`src/hdl/transient_pool_aging_allocator_top_macros.svh`:
```
// Assertion macros used by the pool allocator engine.
`ifndef TRANSIENT_POOL_AGING_ALLOCATOR_TOP_MACROS_SVH
`define TRANSIENT_POOL_AGING_ALLOCATOR_TOP_MACROS_SVH
`ifndef NO_ASSERTIONS
`define TPAA_ASSERT_IMP(label, ante, cons, msg) \
	label: assert property (@(posedge clk) disable iff (!arst_n) (ante) |-> (cons)) \
		else $error(msg);
`define TPAA_ASSERT_NXT(label, ante, cons, msg) \
	label: assert property (@(posedge clk) disable iff (!arst_n) (ante) |=> (cons)) \
		else $error(msg);
`else
`define TPAA_ASSERT_IMP(label, ante, cons, msg)
`define TPAA_ASSERT_NXT(label, ante, cons, msg)
`endif
`endif

```
`src/hdl/tpaa_pkg.sv`:
```
// Shared types and constants of the pool allocator.
package tpaa_pkg;

	localparam int POOL_SLOTS_DEF = 64;
	localparam int KEY_BITS_DEF   = 32;
	localparam int AGE_W          = 6;
	localparam int CNT_W          = 7;
	localparam int SLOT_W         = 6;

	localparam logic [AGE_W-1:0] EVICT_AGE_RESET = 6'd60;
	localparam logic [AGE_W-1:0] AGE_MAX         = 6'd63;
	localparam logic [CNT_W-1:0] CNT_MAX         = 7'd127;

	// Register index of evict_age (byte address 0).
	localparam logic REG_EVICT_AGE = 1'b0;

	typedef enum logic [1:0] {
		ACT_REQUEST = 2'd0,
		ACT_RECYCLE = 2'd1,
		ACT_FRAME   = 2'd2
	} action_t;

	typedef enum logic [2:0] {
		ST_REUSED     = 3'd0,
		ST_CREATED    = 3'd1,
		ST_FULL       = 3'd2,
		ST_NOT_FOUND  = 3'd3,
		ST_RESET_DONE = 3'd4
	} status_t;

	typedef struct packed {
		logic [CNT_W-1:0]  evicted;
		logic [SLOT_W-1:0] slot;
		status_t           status;
	} result_t;

endpackage

```
`src/hdl/transient_pool_aging_allocator_top.sv`:
```
// Top level of the object pool allocator with age-based eviction.
//
// The s_ channel carries one command beat: request (find or create a pooled
// object for a kind and key), recycle (release a named slot) or frame reset
// (release every entry, age it and evict the stale ones). Command code 3 is
// dropped without a result. Every other command returns one beat on the m_
// channel with a status, the granted slot and the eviction count.
// The slot table lives in one synchronous RAM. A request or a frame reset
// walks all POOL_SLOTS entries through the single table read port, one
// read a cycle. One command is in flight at a time; the next one is
// accepted as soon as the result beat has moved into the output register,
// even if the receiver has not taken it. After reset the block clears the
// table, one entry a cycle, and holds s_tready low meanwhile; evict_age
// resets to 60 and can be written over APB at any time the block is idle.
// While m_tready is low the result beat holds in the output register and a
// following command waits in its final cycle until the register frees.
module transient_pool_aging_allocator_top import tpaa_pkg::*; #(
	parameter int POOL_SLOTS = POOL_SLOTS_DEF,
	parameter int KEY_BITS   = KEY_BITS_DEF
) (
	input  logic        clk,
	input  logic        arst_n,
	input  logic        s_tvalid,
	output logic        s_tready,
	input  logic [39:0] s_tdata,   // action[1:0], desc_key[33:2], slot_in[39:34]
	input  logic [0:0]  s_tuser,   // kind[0]
	output logic        m_tvalid,
	input  logic        m_tready,
	output logic [15:0] m_tdata,   // status[2:0], slot_out[8:3], evicted_count[15:9]
	input  logic        psel,
	input  logic        penable,
	input  logic        pwrite,
	input  logic [2:0]  paddr,
	input  logic [31:0] pwdata,
	output logic [31:0] prdata,
	output logic        pready
);

	logic [AGE_W-1:0] evict_age;
	logic             res_valid, res_ready;
	result_t          res;
	logic             m_tvalid_q;
	result_t          out_q;

	tpaa_cfg u_cfg (
		.clk       (clk),
		.arst_n    (arst_n),
		.psel      (psel),
		.penable   (penable),
		.pwrite    (pwrite),
		.paddr     (paddr),
		.pwdata    (pwdata),
		.prdata    (prdata),
		.pready    (pready),
		.evict_age (evict_age)
	);

	// The key is compared in its low KEY_BITS bits.
	tpaa_engine #(
		.POOL_SLOTS (POOL_SLOTS),
		.KEY_BITS   (KEY_BITS)
	) u_engine (
		.clk       (clk),
		.arst_n    (arst_n),
		.in_valid  (s_tvalid),
		.in_ready  (s_tready),
		.action    (s_tdata[1:0]),
		.kind      (s_tuser[0]),
		.key       (KEY_BITS'(s_tdata[33:2])),
		.slot_in   (s_tdata[39:34]),
		.evict_age (evict_age),
		.res_valid (res_valid),
		.res_ready (res_ready),
		.res       (res)
	);

	// Output register: loads whenever it is empty or being drained.
	assign res_ready = !m_tvalid_q || m_tready;

	always_ff @(posedge clk or negedge arst_n) begin
		if (!arst_n) begin
			m_tvalid_q <= 1'b0;
			out_q      <= '{evicted: '0, slot: '0, status: ST_REUSED};
		end else if (res_ready) begin
			m_tvalid_q <= res_valid;
			if (res_valid) begin
				out_q <= res;
			end
		end
	end

	assign m_tvalid = m_tvalid_q;
	assign m_tdata  = 16'(out_q);

endmodule

```
`src/hdl/tpaa_ram.sv`:
```
// Generic simple dual-port RAM with registered read.
module tpaa_ram #(
	parameter int WIDTH = 8,
	parameter int DEPTH = 64
) (
	input  logic                     clk,
	input  logic                     wr_en,
	input  logic [$clog2(DEPTH)-1:0] wr_addr,
	input  logic [WIDTH-1:0]         wr_data,
	input  logic                     rd_en,
	input  logic [$clog2(DEPTH)-1:0] rd_addr,
	output logic [WIDTH-1:0]         rd_data
);

	logic [WIDTH-1:0] mem [DEPTH];
	logic [WIDTH-1:0] rd_data_q;

	always_ff @(posedge clk) begin
		if (wr_en) begin
			mem[wr_addr] <= wr_data;
		end
		if (rd_en) begin
			rd_data_q <= mem[rd_addr];
		end
	end

	assign rd_data = rd_data_q;

endmodule

```
`src/hdl/tpaa_cfg.sv`:
```
// APB register file holding the eviction age.
module tpaa_cfg import tpaa_pkg::*; (
	input  logic              clk,
	input  logic              arst_n,
	input  logic              psel,
	input  logic              penable,
	input  logic              pwrite,
	input  logic [2:0]        paddr,
	input  logic [31:0]       pwdata,
	output logic [31:0]       prdata,
	output logic              pready,
	output logic [AGE_W-1:0]  evict_age
);

	logic [AGE_W-1:0] evict_age_q;
	logic             hit_reg;

	assign pready  = 1'b1;
	assign hit_reg = (paddr[2] == REG_EVICT_AGE);

	always_ff @(posedge clk or negedge arst_n) begin
		if (!arst_n) begin
			evict_age_q <= EVICT_AGE_RESET;
		end else if (psel && penable && pwrite && pready && hit_reg) begin
			evict_age_q <= pwdata[AGE_W-1:0];
		end
	end

	assign prdata    = hit_reg ? 32'(evict_age_q) : 32'd0;
	assign evict_age = evict_age_q;

endmodule

```
`src/hdl/tpaa_engine.sv`:
```
// Slot table sequencer: clearing pass, lookup walk, recycle and frame aging.
`include "transient_pool_aging_allocator_top_macros.svh"
module tpaa_engine import tpaa_pkg::*; #(
	parameter int POOL_SLOTS = POOL_SLOTS_DEF,
	parameter int KEY_BITS   = KEY_BITS_DEF
) (
	input  logic                clk,
	input  logic                arst_n,
	input  logic                in_valid,
	output logic                in_ready,
	input  logic [1:0]          action,
	input  logic                kind,
	input  logic [KEY_BITS-1:0] key,
	input  logic [SLOT_W-1:0]   slot_in,
	input  logic [AGE_W-1:0]    evict_age,
	output logic                res_valid,
	input  logic                res_ready,
	output result_t             res
);

	localparam int AW = $clog2(POOL_SLOTS);
	localparam int CW = $clog2(POOL_SLOTS + 1);

	typedef struct packed {
		logic                valid;
		logic                kind;
		logic [KEY_BITS-1:0] key;
		logic                busy;
		logic [AGE_W-1:0]    age;
	} entry_t;

	localparam int EW = $bits(entry_t);

	typedef enum logic [2:0] {
		S_CLEAR,
		S_IDLE,
		S_SCAN,
		S_RCY,
		S_FINISH
	} state_t;

	state_t              state_q;
	action_t             act_q;
	logic                kind_q;
	logic [KEY_BITS-1:0] key_q;
	logic [AW-1:0]       slot_q;
	logic [CW-1:0]       idx_q;
	logic                rd_v_s1;
	logic [AW-1:0]       rd_idx_s1;
	logic                hit_q, hole_q, ok_q;
	logic [AW-1:0]       hit_idx_q, hole_idx_q;
	logic [CNT_W-1:0]    cnt_q;

	logic                rd_en, wr_en;
	logic [AW-1:0]       rd_addr, wr_addr;
	entry_t              wr_entry, rd_entry, aged;
	logic [EW-1:0]       rd_data;
	logic                in_acc, slot_ok, scan_more, rd_match, evict;

	assign in_ready  = (state_q == S_IDLE);
	assign in_acc    = in_valid && in_ready;
	assign slot_ok   = 32'(slot_in) < 32'(POOL_SLOTS);
	assign scan_more = idx_q < CW'(POOL_SLOTS);
	assign rd_entry  = entry_t'(rd_data);
	assign rd_match  = rd_entry.valid && rd_entry.kind == kind_q && rd_entry.key == key_q;

	// Aging of one entry during a frame reset.
	always_comb begin
		aged       = rd_entry;
		aged.busy  = 1'b0;
		aged.age   = (rd_entry.age < AGE_MAX) ? rd_entry.age + 1'b1 : AGE_MAX;
		evict      = aged.age >= evict_age;
		aged.valid = !evict;
	end

	always_comb begin
		rd_en   = 1'b0;
		rd_addr = idx_q[AW-1:0];
		if (state_q == S_SCAN && scan_more) begin
			rd_en = 1'b1;
		end else if (in_acc && action == ACT_RECYCLE && slot_ok) begin
			rd_en   = 1'b1;
			rd_addr = AW'(slot_in);
		end
	end

	always_comb begin
		wr_en    = 1'b0;
		wr_addr  = idx_q[AW-1:0];
		wr_entry = '0;
		case (state_q)
			S_CLEAR: begin
				wr_en = 1'b1;
			end
			S_SCAN: begin
				if (rd_v_s1 && act_q == ACT_FRAME && rd_entry.valid) begin
					wr_en    = 1'b1;
					wr_addr  = rd_idx_s1;
					wr_entry = aged;
				end
			end
			S_RCY: begin
				wr_addr  = slot_q;
				wr_entry = rd_entry;
				wr_entry.busy = 1'b0;
				wr_en    = rd_match;
			end
			S_FINISH: begin
				wr_addr  = hit_q ? hit_idx_q : hole_idx_q;
				wr_entry = '{valid: 1'b1, kind: kind_q, key: key_q, busy: 1'b1, age: '0};
				wr_en    = res_ready && act_q == ACT_REQUEST && (hit_q || hole_q);
			end
			default: begin
				wr_en = 1'b0;
			end
		endcase
	end

	tpaa_ram #(
		.WIDTH (EW),
		.DEPTH (POOL_SLOTS)
	) u_table (
		.clk     (clk),
		.wr_en   (wr_en),
		.wr_addr (wr_addr),
		.wr_data (EW'(wr_entry)),
		.rd_en   (rd_en),
		.rd_addr (rd_addr),
		.rd_data (rd_data)
	);

	always_comb begin
		res = '{evicted: '0, slot: '0, status: ST_REUSED};
		case (act_q)
			ACT_REQUEST: begin
				if (hit_q) begin
					res.slot = SLOT_W'(hit_idx_q);
				end else if (hole_q) begin
					res.status = ST_CREATED;
					res.slot   = SLOT_W'(hole_idx_q);
				end else begin
					res.status = ST_FULL;
				end
			end
			ACT_RECYCLE: res.status = ok_q ? ST_REUSED : ST_NOT_FOUND;
			ACT_FRAME: begin
				res.status  = ST_RESET_DONE;
				res.evicted = cnt_q;
			end
			default: res.status = ST_NOT_FOUND;
		endcase
	end

	assign res_valid = (state_q == S_FINISH);

	always_ff @(posedge clk or negedge arst_n) begin
		if (!arst_n) begin
			state_q    <= S_CLEAR;
			idx_q      <= '0;
			rd_v_s1    <= 1'b0;
			act_q      <= ACT_REQUEST;
			hit_q      <= 1'b0;
			hole_q     <= 1'b0;
			ok_q       <= 1'b0;
			cnt_q      <= '0;
			rd_idx_s1  <= '0;
			kind_q     <= 1'b0;
			key_q      <= '0;
			slot_q     <= '0;
			hit_idx_q  <= '0;
			hole_idx_q <= '0;
		end else begin
			rd_v_s1   <= rd_en && state_q == S_SCAN;
			rd_idx_s1 <= rd_addr;
			unique case (state_q)
				S_CLEAR: begin
					if (idx_q == CW'(POOL_SLOTS - 1)) begin
						idx_q   <= '0;
						state_q <= S_IDLE;
					end else begin
						idx_q <= idx_q + 1'b1;
					end
				end
				S_IDLE: begin
					if (in_acc) begin
						kind_q <= kind;
						key_q  <= key;
						slot_q <= AW'(slot_in);
						idx_q  <= '0;
						hit_q  <= 1'b0;
						hole_q <= 1'b0;
						cnt_q  <= '0;
						case (action) inside
							ACT_REQUEST, ACT_FRAME: begin
								act_q   <= action_t'(action);
								state_q <= S_SCAN;
							end
							ACT_RECYCLE: begin
								act_q   <= ACT_RECYCLE;
								ok_q    <= 1'b0;
								state_q <= slot_ok ? S_RCY : S_FINISH;
							end
							default: state_q <= S_IDLE;
						endcase
					end
				end
				S_SCAN: begin
					if (scan_more) begin
						idx_q <= idx_q + 1'b1;
					end else if (!rd_v_s1) begin
						state_q <= S_FINISH;
					end
					if (rd_v_s1) begin
						if (act_q == ACT_REQUEST) begin
							if (rd_entry.valid) begin
								if (!hit_q && !rd_entry.busy && rd_match) begin
									hit_q     <= 1'b1;
									hit_idx_q <= rd_idx_s1;
								end
							end else if (!hole_q) begin
								hole_q     <= 1'b1;
								hole_idx_q <= rd_idx_s1;
							end
						end else if (rd_entry.valid && evict && cnt_q != CNT_MAX) begin
							cnt_q <= cnt_q + 1'b1;
						end
					end
				end
				S_RCY: begin
					ok_q    <= rd_match;
					state_q <= S_FINISH;
				end
				S_FINISH: begin
					if (res_ready) begin
						state_q <= S_IDLE;
					end
				end
				default: state_q <= S_IDLE;
			endcase
		end
	end

	`TPAA_ASSERT_IMP(a_no_rw_clash, rd_en && wr_en, rd_addr != wr_addr, "table read and write collide")
	`TPAA_ASSERT_IMP(a_walk_data, rd_v_s1, state_q == S_SCAN, "walk data outside the walk")
	`TPAA_ASSERT_NXT(a_finish_idle, res_valid && res_ready, state_q == S_IDLE, "result not retired")
	`TPAA_ASSERT_IMP(a_clear_blocks, state_q == S_CLEAR, !in_ready && wr_en, "clear pass leaks")

endmodule

```
`config.mk`:
```
export PLATFORM = sky130hd
export DESIGN_NAME = transient_pool_aging_allocator_top
export DESIGN_NICKNAME = d
export VERILOG_FILES = /design/src/hdl/tpaa_pkg.sv /design/src/hdl/transient_pool_aging_allocator_top.sv /design/src/hdl/tpaa_ram.sv /design/src/hdl/tpaa_cfg.sv /design/src/hdl/tpaa_engine.sv
export VERILOG_INCLUDE_DIRS = /design/src /design/src/hdl
export SDC_FILE = /design/constraint.sdc
export NUM_CORES = 2
export LEC_CHECK = 0
export ABC_AREA = 1
export BUFFER_PORTS_ARGS = -buffer_cell sky130_fd_sc_hd__buf_4
export CORE_MARGIN = 2
export CORE_UTILIZATION = 45
export CTS_CLUSTER_SIZE = 10
export DETAILED_ROUTE_END_ITERATION = 6
export PLACE_DENSITY = 0.72
export SYNTH_ARGS = -nofsm -noshare
export SYNTH_HDL_FRONTEND = slang
export SYNTH_SLANG_ARGS = --single-unit
```
`constraint.sdc`:
```
create_clock -name clk -period 5.9 [get_ports clk]
set_clock_uncertainty 0.15 [all_clocks]
set_input_delay 0.295 -clock clk [delete_from_list [all_inputs] [get_ports clk]]
set_output_delay 0.295 -clock clk [all_outputs]
set_load 0.02 [all_outputs]
```
After elaboration in Yosys (flattened, before gate mapping)
Memories as Yosys holds them, arrays and structs flattened. A register that Yosys moved wholly into a read port is not among the register bits.
Cells that the tools add are included.
{"block": "op_classes", "n_addsub": 3, "n_lt_le_gt_ge": 3, "n_eq_ne": 27, "n_mux": 55, "bitwise_logic": 3, "reduce_logical": 42}
{"operator": "case mux 41 bit (3 select lines)", "n": 1}
{"operator": "2-to-1 mux 6 bit", "n": 9}
{"operator": "2-to-1 mux 7 bit", "n": 7}
{"operator": "2-to-1 mux 41 bit", "n": 1}
{"operator": "== test 32 bit", "n": 1}
{"operator": "AND reduction 5 bit", "n": 5}
{"operator": "!= test 2 bit (second input constant)", "n": 11}
{"operator": "2-to-1 mux 3 bit", "n": 7}
{"operator": "case mux 7 bit (3 select lines)", "n": 1}
{"operator": "case mux 6 bit (3 select lines)", "n": 1}
{"operator": "logical AND 1 bit", "n": 17}
{"operator": "2-to-1 mux 1 bit", "n": 16}
{"operator": "case mux 3 bit (5 select lines)", "n": 1}
{"operator": "adder 7 x 1 -> 7 bit (second input constant)", "n": 2}
{"operator": "case mux 7 bit (2 select lines)", "n": 1}
{"operator": "2-to-1 mux 2 bit", "n": 5}
{"operator": "case mux 3 bit (3 select lines)", "n": 1}
{"operator": "!= test 2 x 1 -> 1 bit (second input constant)", "n": 4}
{"operator": "== test 7 x 6 -> 1 bit (second input constant)", "n": 1}
{"operator": "< comparator 7 bit (second input constant)", "n": 1}
{"operator": "!= test 7 bit (second input constant)", "n": 1}
{"operator": "adder 6 x 1 -> 6 bit (second input constant)", "n": 1}
{"operator": "== test 3 x 2 -> 1 bit (second input constant)", "n": 2}
{"operator": ">= comparator 6 bit", "n": 1}
{"operator": "20 further kinds", "n": 35}
{"block": "word_totals", "reg_bits": 103, "ram_bits": 2624, "in_bits": 83, "output_inout_bits": 51, "wordCells": 153, "n_memories": 1}
{"name": "u_engine.u_table.mem", "depth": 64, "word_bits": 41, "read_ports": 1, "rd_clocked_by_memory_dff": 1, "wr": 1, "line_no": "tpaa_ram.sv:15", "rtl": "logic [WIDTH-1:0] mem [DEPTH];"}

Depth between registers and ports, before layout
{"block": "depth", "word_depth": 9, "ltp_mapped": 18, "mapped_depth_nobuf": 17}

Cells and area by module
A second synthesis with hierarchy kept.
{"block": "hier_totals", "hier_cells": 9565, "area_unflattened_um2": 113020.9}
{"module": "tpaa_ram", "instances": 1, "cells_per_inst": 8640, "area_per_inst_um2": 106448.3, "seq_area_each_um2": 80026.8}
{"module": "tpaa_engine", "instances": 1, "cells_per_inst": 782, "area_per_inst_um2": 5338.9, "seq_area_each_um2": 2001.9}
{"module": "transient_pool_aging_allocator_top", "instances": 1, "cells_per_inst": 73, "area_per_inst_um2": 714.4, "seq_area_each_um2": 425.4}
{"module": "tpaa_cfg", "instances": 1, "cells_per_inst": 70, "area_per_inst_um2": 519.2, "seq_area_each_um2": 155.1}

Worst setup path after synthesis
Ideal clock, no wire load.
{"block": "synth_path", "kind": "flip-flop to flip-flop", "from": "reg u_engine.state_q[1]", "to": "mem u_engine.u_table.mem[17][0] (netlist name), enable pin", "setup_time_ns": 0.439, "arrival_time_ns": 4.144, "t_required_ns": 5.311, "slack_ns": 1.166, "path_stages_with_launch": 12, "n_path_buf": 0, "period_less_slack_ns": 4.734, "path_cell_list": "dfrtp_1 -> nor2_1 -> nand2_1 -> inv_1 -> o21ai_0 -> inv_1 -> o21ai_0 -> inv_1 -> nand2_1 -> nor2_1 -> nand2_1 -> nor2_1"}
{"block": "synth_between", "elab_chain_len": 4, "elab_cells_between_ends": 8, "classes_between": "eq/ne: 3; mux: 4; reduce/logical: 1"}
{"item": "from (decl)", "line_no": "tpaa_engine.sv:42", "rtl": "state_t state_q;"}
{"item": "from (signal assigned)", "line_no": "tpaa_engine.sv:201", "rtl": "state_q <= slot_ok ? S_RCY : S_FINISH;"}
{"item": "== test 3 bit (tied with other cells)", "line_no": "tpaa_engine.sv:91", "rtl": "case (state_q)"}
{"item": "case mux 1 bit (4 select lines)", "line_no": "tpaa_engine.sv:91"}
{"item": "2-to-1 mux 1 bit", "line_no": "tpaa_ram.sv:19", "rtl": "if (wr_en) begin"}
{"item": "2-to-1 mux 1 bit (not written as such)", "line_no": "tpaa_ram.sv:20", "rtl": "mem[wr_addr] <= wr_data;"}
{"item": "to (decl)", "line_no": "tpaa_ram.sv:15"}
Parallel ways exist; a longest one is shown, timed or not.

Worst setup path after layout
{"block": "layout_path", "from": "reg u_engine.state_q[1]", "to": "mem u_engine.u_table.mem[50][38] (netlist name), enable pin"}
The elaborated chain is that of the path after synthesis.

==> summary.txt <==
Worst setup path
  • Critical Path Source Type: flip-flop
  • Critical-path maximum fanout: 33
  • Endpoint type of the worst setup path: flip-flop
  • Reg2reg path depth: 12
  • Worst Setup Path Type: reg -> reg
  • CP Data Arrival Time: 5350 ps
  • Worst EP required: 6340 ps

Cells and area
  • Final std cells w/o fill: 15,600
  • Fin util: 51.4%
  • Fillers: 22,300
  • Ratio of cells with drive above 1 in the final layout: 7.27%
  • Commonest cells after routing, fill and taps aside: nand2_1 (2,759), edfxtp_1 (2,665), nand3_1 (2,570)
  • Synthesis-to-layout area growth: 13.6%
  • Commonest non-fill, non-tap cell in the layout: nand2_1
  • Final nets: 12,000

Routing
  • DRC: 2
  • Final ANT Viol Nets: 0
  • Via count: 85,800
  • Wirelength per Cell: 22.4 um
  • Post-DR vias/cell: 5.51
  • Initial DRT Pass Iterations: 7
  • Iter 0 DRT Violations: 12,600
  • WL final: 349,000 um

Hold path
  • Hold Crit Depth: 4
  • Min-delay worst type: in -> reg

GRT
  • GRT Total Usage: 25.0%
  • Via count of the first global-routing pass: 81,300
  • Largest net degree at the start of global routing: 130
  • Global-route wire length before repair: 510,000 um
  • Initial antenna violation count: 17
  • Total gr overflow: 0

Power and ir drop
  • Power density cells: 455 nW/um^2
  • Overall power: 62.9 mW
  • Static leakage: 58.2 nW
  • Combinational fraction of design power: 33.4%
  • Int Pwr: 39.9 mW
  • Flop pwr share: 38.7%
  • Maximum VDD drop: 0.449 mV
  • Sw Pwr: 23.0 mW
  • Switching share of total power: 36.5%
  • Clock share of power: 27.9%

Clock tree
  • Clock sink count: 2,768
  • Clk root buf: clkbuf_16
  • Clock buffer depth: 4
  • Clk_lat worst skew: 960 ps
  • CTS tree: yes
  • Total CTS buffers: 330
  • Clk pin slew, worst setup/hold paths: 60 ps
  • Post-CTS Setup Inserts: 0
  • CTS H-tree depth: 5

Yosys
  • Post-synthesis cell area: 122,000 um^2
  • Async S/R FF share, synth: 3.72%
  • Synth area leaders: edfxtp_1 (66%), nand3_1 (11%), nand2_1 (8.6%)
  • Most used DFF post-synth: edfxtp_1
  • Yosys top cell by area: edfxtp_1
  • Mapped Cells: 11,800
  • Sequential area share after synthesis: 68.0%
  • Yosys top cell area share: 65.8%
  • Synth Area per Inst: 10.3 um^2
  • Synth Warn #: 0
  • Flops & latches, synth: 2,768
  • Post-synth EDFFs: 2,665
  • Count of cell types in the netlist: 49

Floorplanning
  • DIE WIDTH: 524 um
  • Core area: 268,000 um^2
  • Die ar.: 274,000 um^2
  • Height of the die: 524 um
  • I/O pins: 134
  • Starting Density: 45.3%
  • Number of core rows: 190

Outcome
  • Status: finished with violations
  • Failing checks: DRC

Placement
  • Global placement routability congestion: 0.936
  • Setup WS pre-CTS: 1040 ps
  • DP Cell Count: 15,100
  • Final HPWL DP: 181,000 um
  • I/O Buffers: 78

STA
  • Final min period: 4910 ps
  • Setup_tns: 0 ps
  • RSZ-0062 raised after global routing: no
  • Relative slew slack: 13.8%
  • Worst setup margin: 986 ps
  • Slew @ Worst Pin: 1290 ps
  • Final Hold Viols: 0
  • Crit share post-route: 83.3%
  • Fmax: 0.204 GHz
  • # setup viols final: 0
  • Slew Limit Fails: 0

Job
  • Max-Cap Viols: 0
-- path summary, 6_finish.rpt --
kind,startpoint,to,slack (ps)
worst max-delay path,u_engine.state_q[1]$_DFFE_PN0P_,u_engine.u_table.mem[50][38]$_DFFE_PP_,990
worst min-delay path,s_tdata[33],u_engine.key_q[31]$_DFFE_PN0P_,70
worst max register to register,u_engine.state_q[1]$_DFFE_PN0P_,u_engine.u_table.mem[50][38]$_DFFE_PP_,990
worst min register to register,u_engine.slot_q[2]$_DFFE_PN0P_,u_engine.slot_q[2]$_DFFE_PN0P_,330
max in group asynchronous,arst_n,u_engine.key_q[26]$_DFFE_PN0P_,4400
min in group asynchronous,arst_n,u_cfg.evict_age[2]$_DFFE_PN1P_,290
-- cells by family after synthesis --
| logic type | Yosys count | share of synthesized area (%) |
|---|---|---|
| and+or+nand+nor | 5738 | 21.1 |
| buffers and inverters | 3059 | 9.87 |
| DFF | 2768 | 68.0 |
| AOI/OAI and AO/OA | 167 | 0.793 |
| adders and majority gates | 9 | 0.0927 |
| muxes | 9 | 0.0803 |
| xor gates and xnor gates | 8 | 0.0577 |
| other | 2 | 0.00618 |
-- cell usage after synthesis (2+ instances only) --
master,count
a21oi_1,17
a221oi_1,2
and2_1,2
buf_1,72
buf_2,290
buf_4,38
clkbuf_1,249
conb_1,2
dfrtp_1,99
dfstp_2,4
edfxtp_1,2665
ha_1,9
inv_1,2406
inv_2,2
mux2_2,6
mux2i_1,3
nand2_1,2769
nand2_2,3
nand3_1,2570
nand3b_1,207
nand4_1,25
nor2_1,135
nor3_1,15
nor3b_1,2
nor4_1,3
o2111ai_1,8
o21a_1,5
o21ai_0,84
o21ai_1,3
o21ai_2,2
o22ai_1,38
o31ai_1,2
xnor2_1,6
xor2_1,2
-- layout make-up --
class                           instances  area [um^2]  area share [%]
Sequential cell                      2768        82600            59.9
Multi-Input combinational cell       5958        28100            20.4
Clock buffer                          391         8710            6.31
Antenna cell                            3         7.51         0.00544
Tap cell                             3552         4440            3.22
Clock inverter                         16          103          0.0743
Timing Repair Buffer                  478         4990            3.62
Inverter                             2409         9060            6.56
-- per-layer routing --
| metal | share of wire (%) | global-route usage [%] | up-vias |
|---|---|---|---|
| met1 | 37 | 32.5 | 40600 |
| met4 | 5.1 | 12.1 | 8 |
| met5 | 0.016 | 0 | - |
| met3 | 12 | 5.58 | 1041 |
| li1 | - | - | 38600 |
| met2 | 46 | 39.7 | 5471 |
-- metrics by stage --
step / hold slack, ps / cell area, um^2
6_report: 66.8 / 138000
4_1_cts: 21.5 / 138000
3_5_place_dp: 173 / 128000
3_3_place_gp: 173 / 128000
2_1_floorplan: -151 / 122000
5_1_grt: 84.5 / 138000
-- power by group through the flow --
stage	sequential, mW	clock (mW)	combinational, mW
floorplan	24.7	0	12.9
global placement	24.6	0	20.0
detailed placement	24.7	0	20.3
CTS	24.3	17.7	20.6
global route	24.4	18.4	22.6
finish	24.3	17.6	21.0
-- repair_timing --
item                                   CTS  global route
hold buffers                            96             0
endpoints found under the hold margin  168             0
resized for setup                        0             0
-- flip-flops by register name, summed over array words and instances (netlist names), 2 cells and up --
signal / cells
u_engine.rd_idx_s1: 6
u_engine.key_q: 32
u_engine.u_table.rd_data: 41
u_engine.u_table.mem: 2624
u_engine.act_q: 2
u_engine.hit_idx_q: 6
u_engine.hole_idx_q: 6
u_cfg.evict_age: 6
u_engine.slot_q: 6
u_engine.idx_q: 7
m_tdata: 16
u_engine.cnt_q: 7
u_engine.state_q: 3
-- worst max-delay path, cell delays in order, from the launching register on --
cell     delay, ps
dfrtp_1        460
nor2_1         130
nand2_4        140
buf_4          700
inv_2           60
o21ai_0        210
inv_1          140
o21ai_0        610
nand2_1        160
nor2_1         130
nand2_1        490
nor2_4         700
buf_4          410
(Power assumes the default switching activity.)
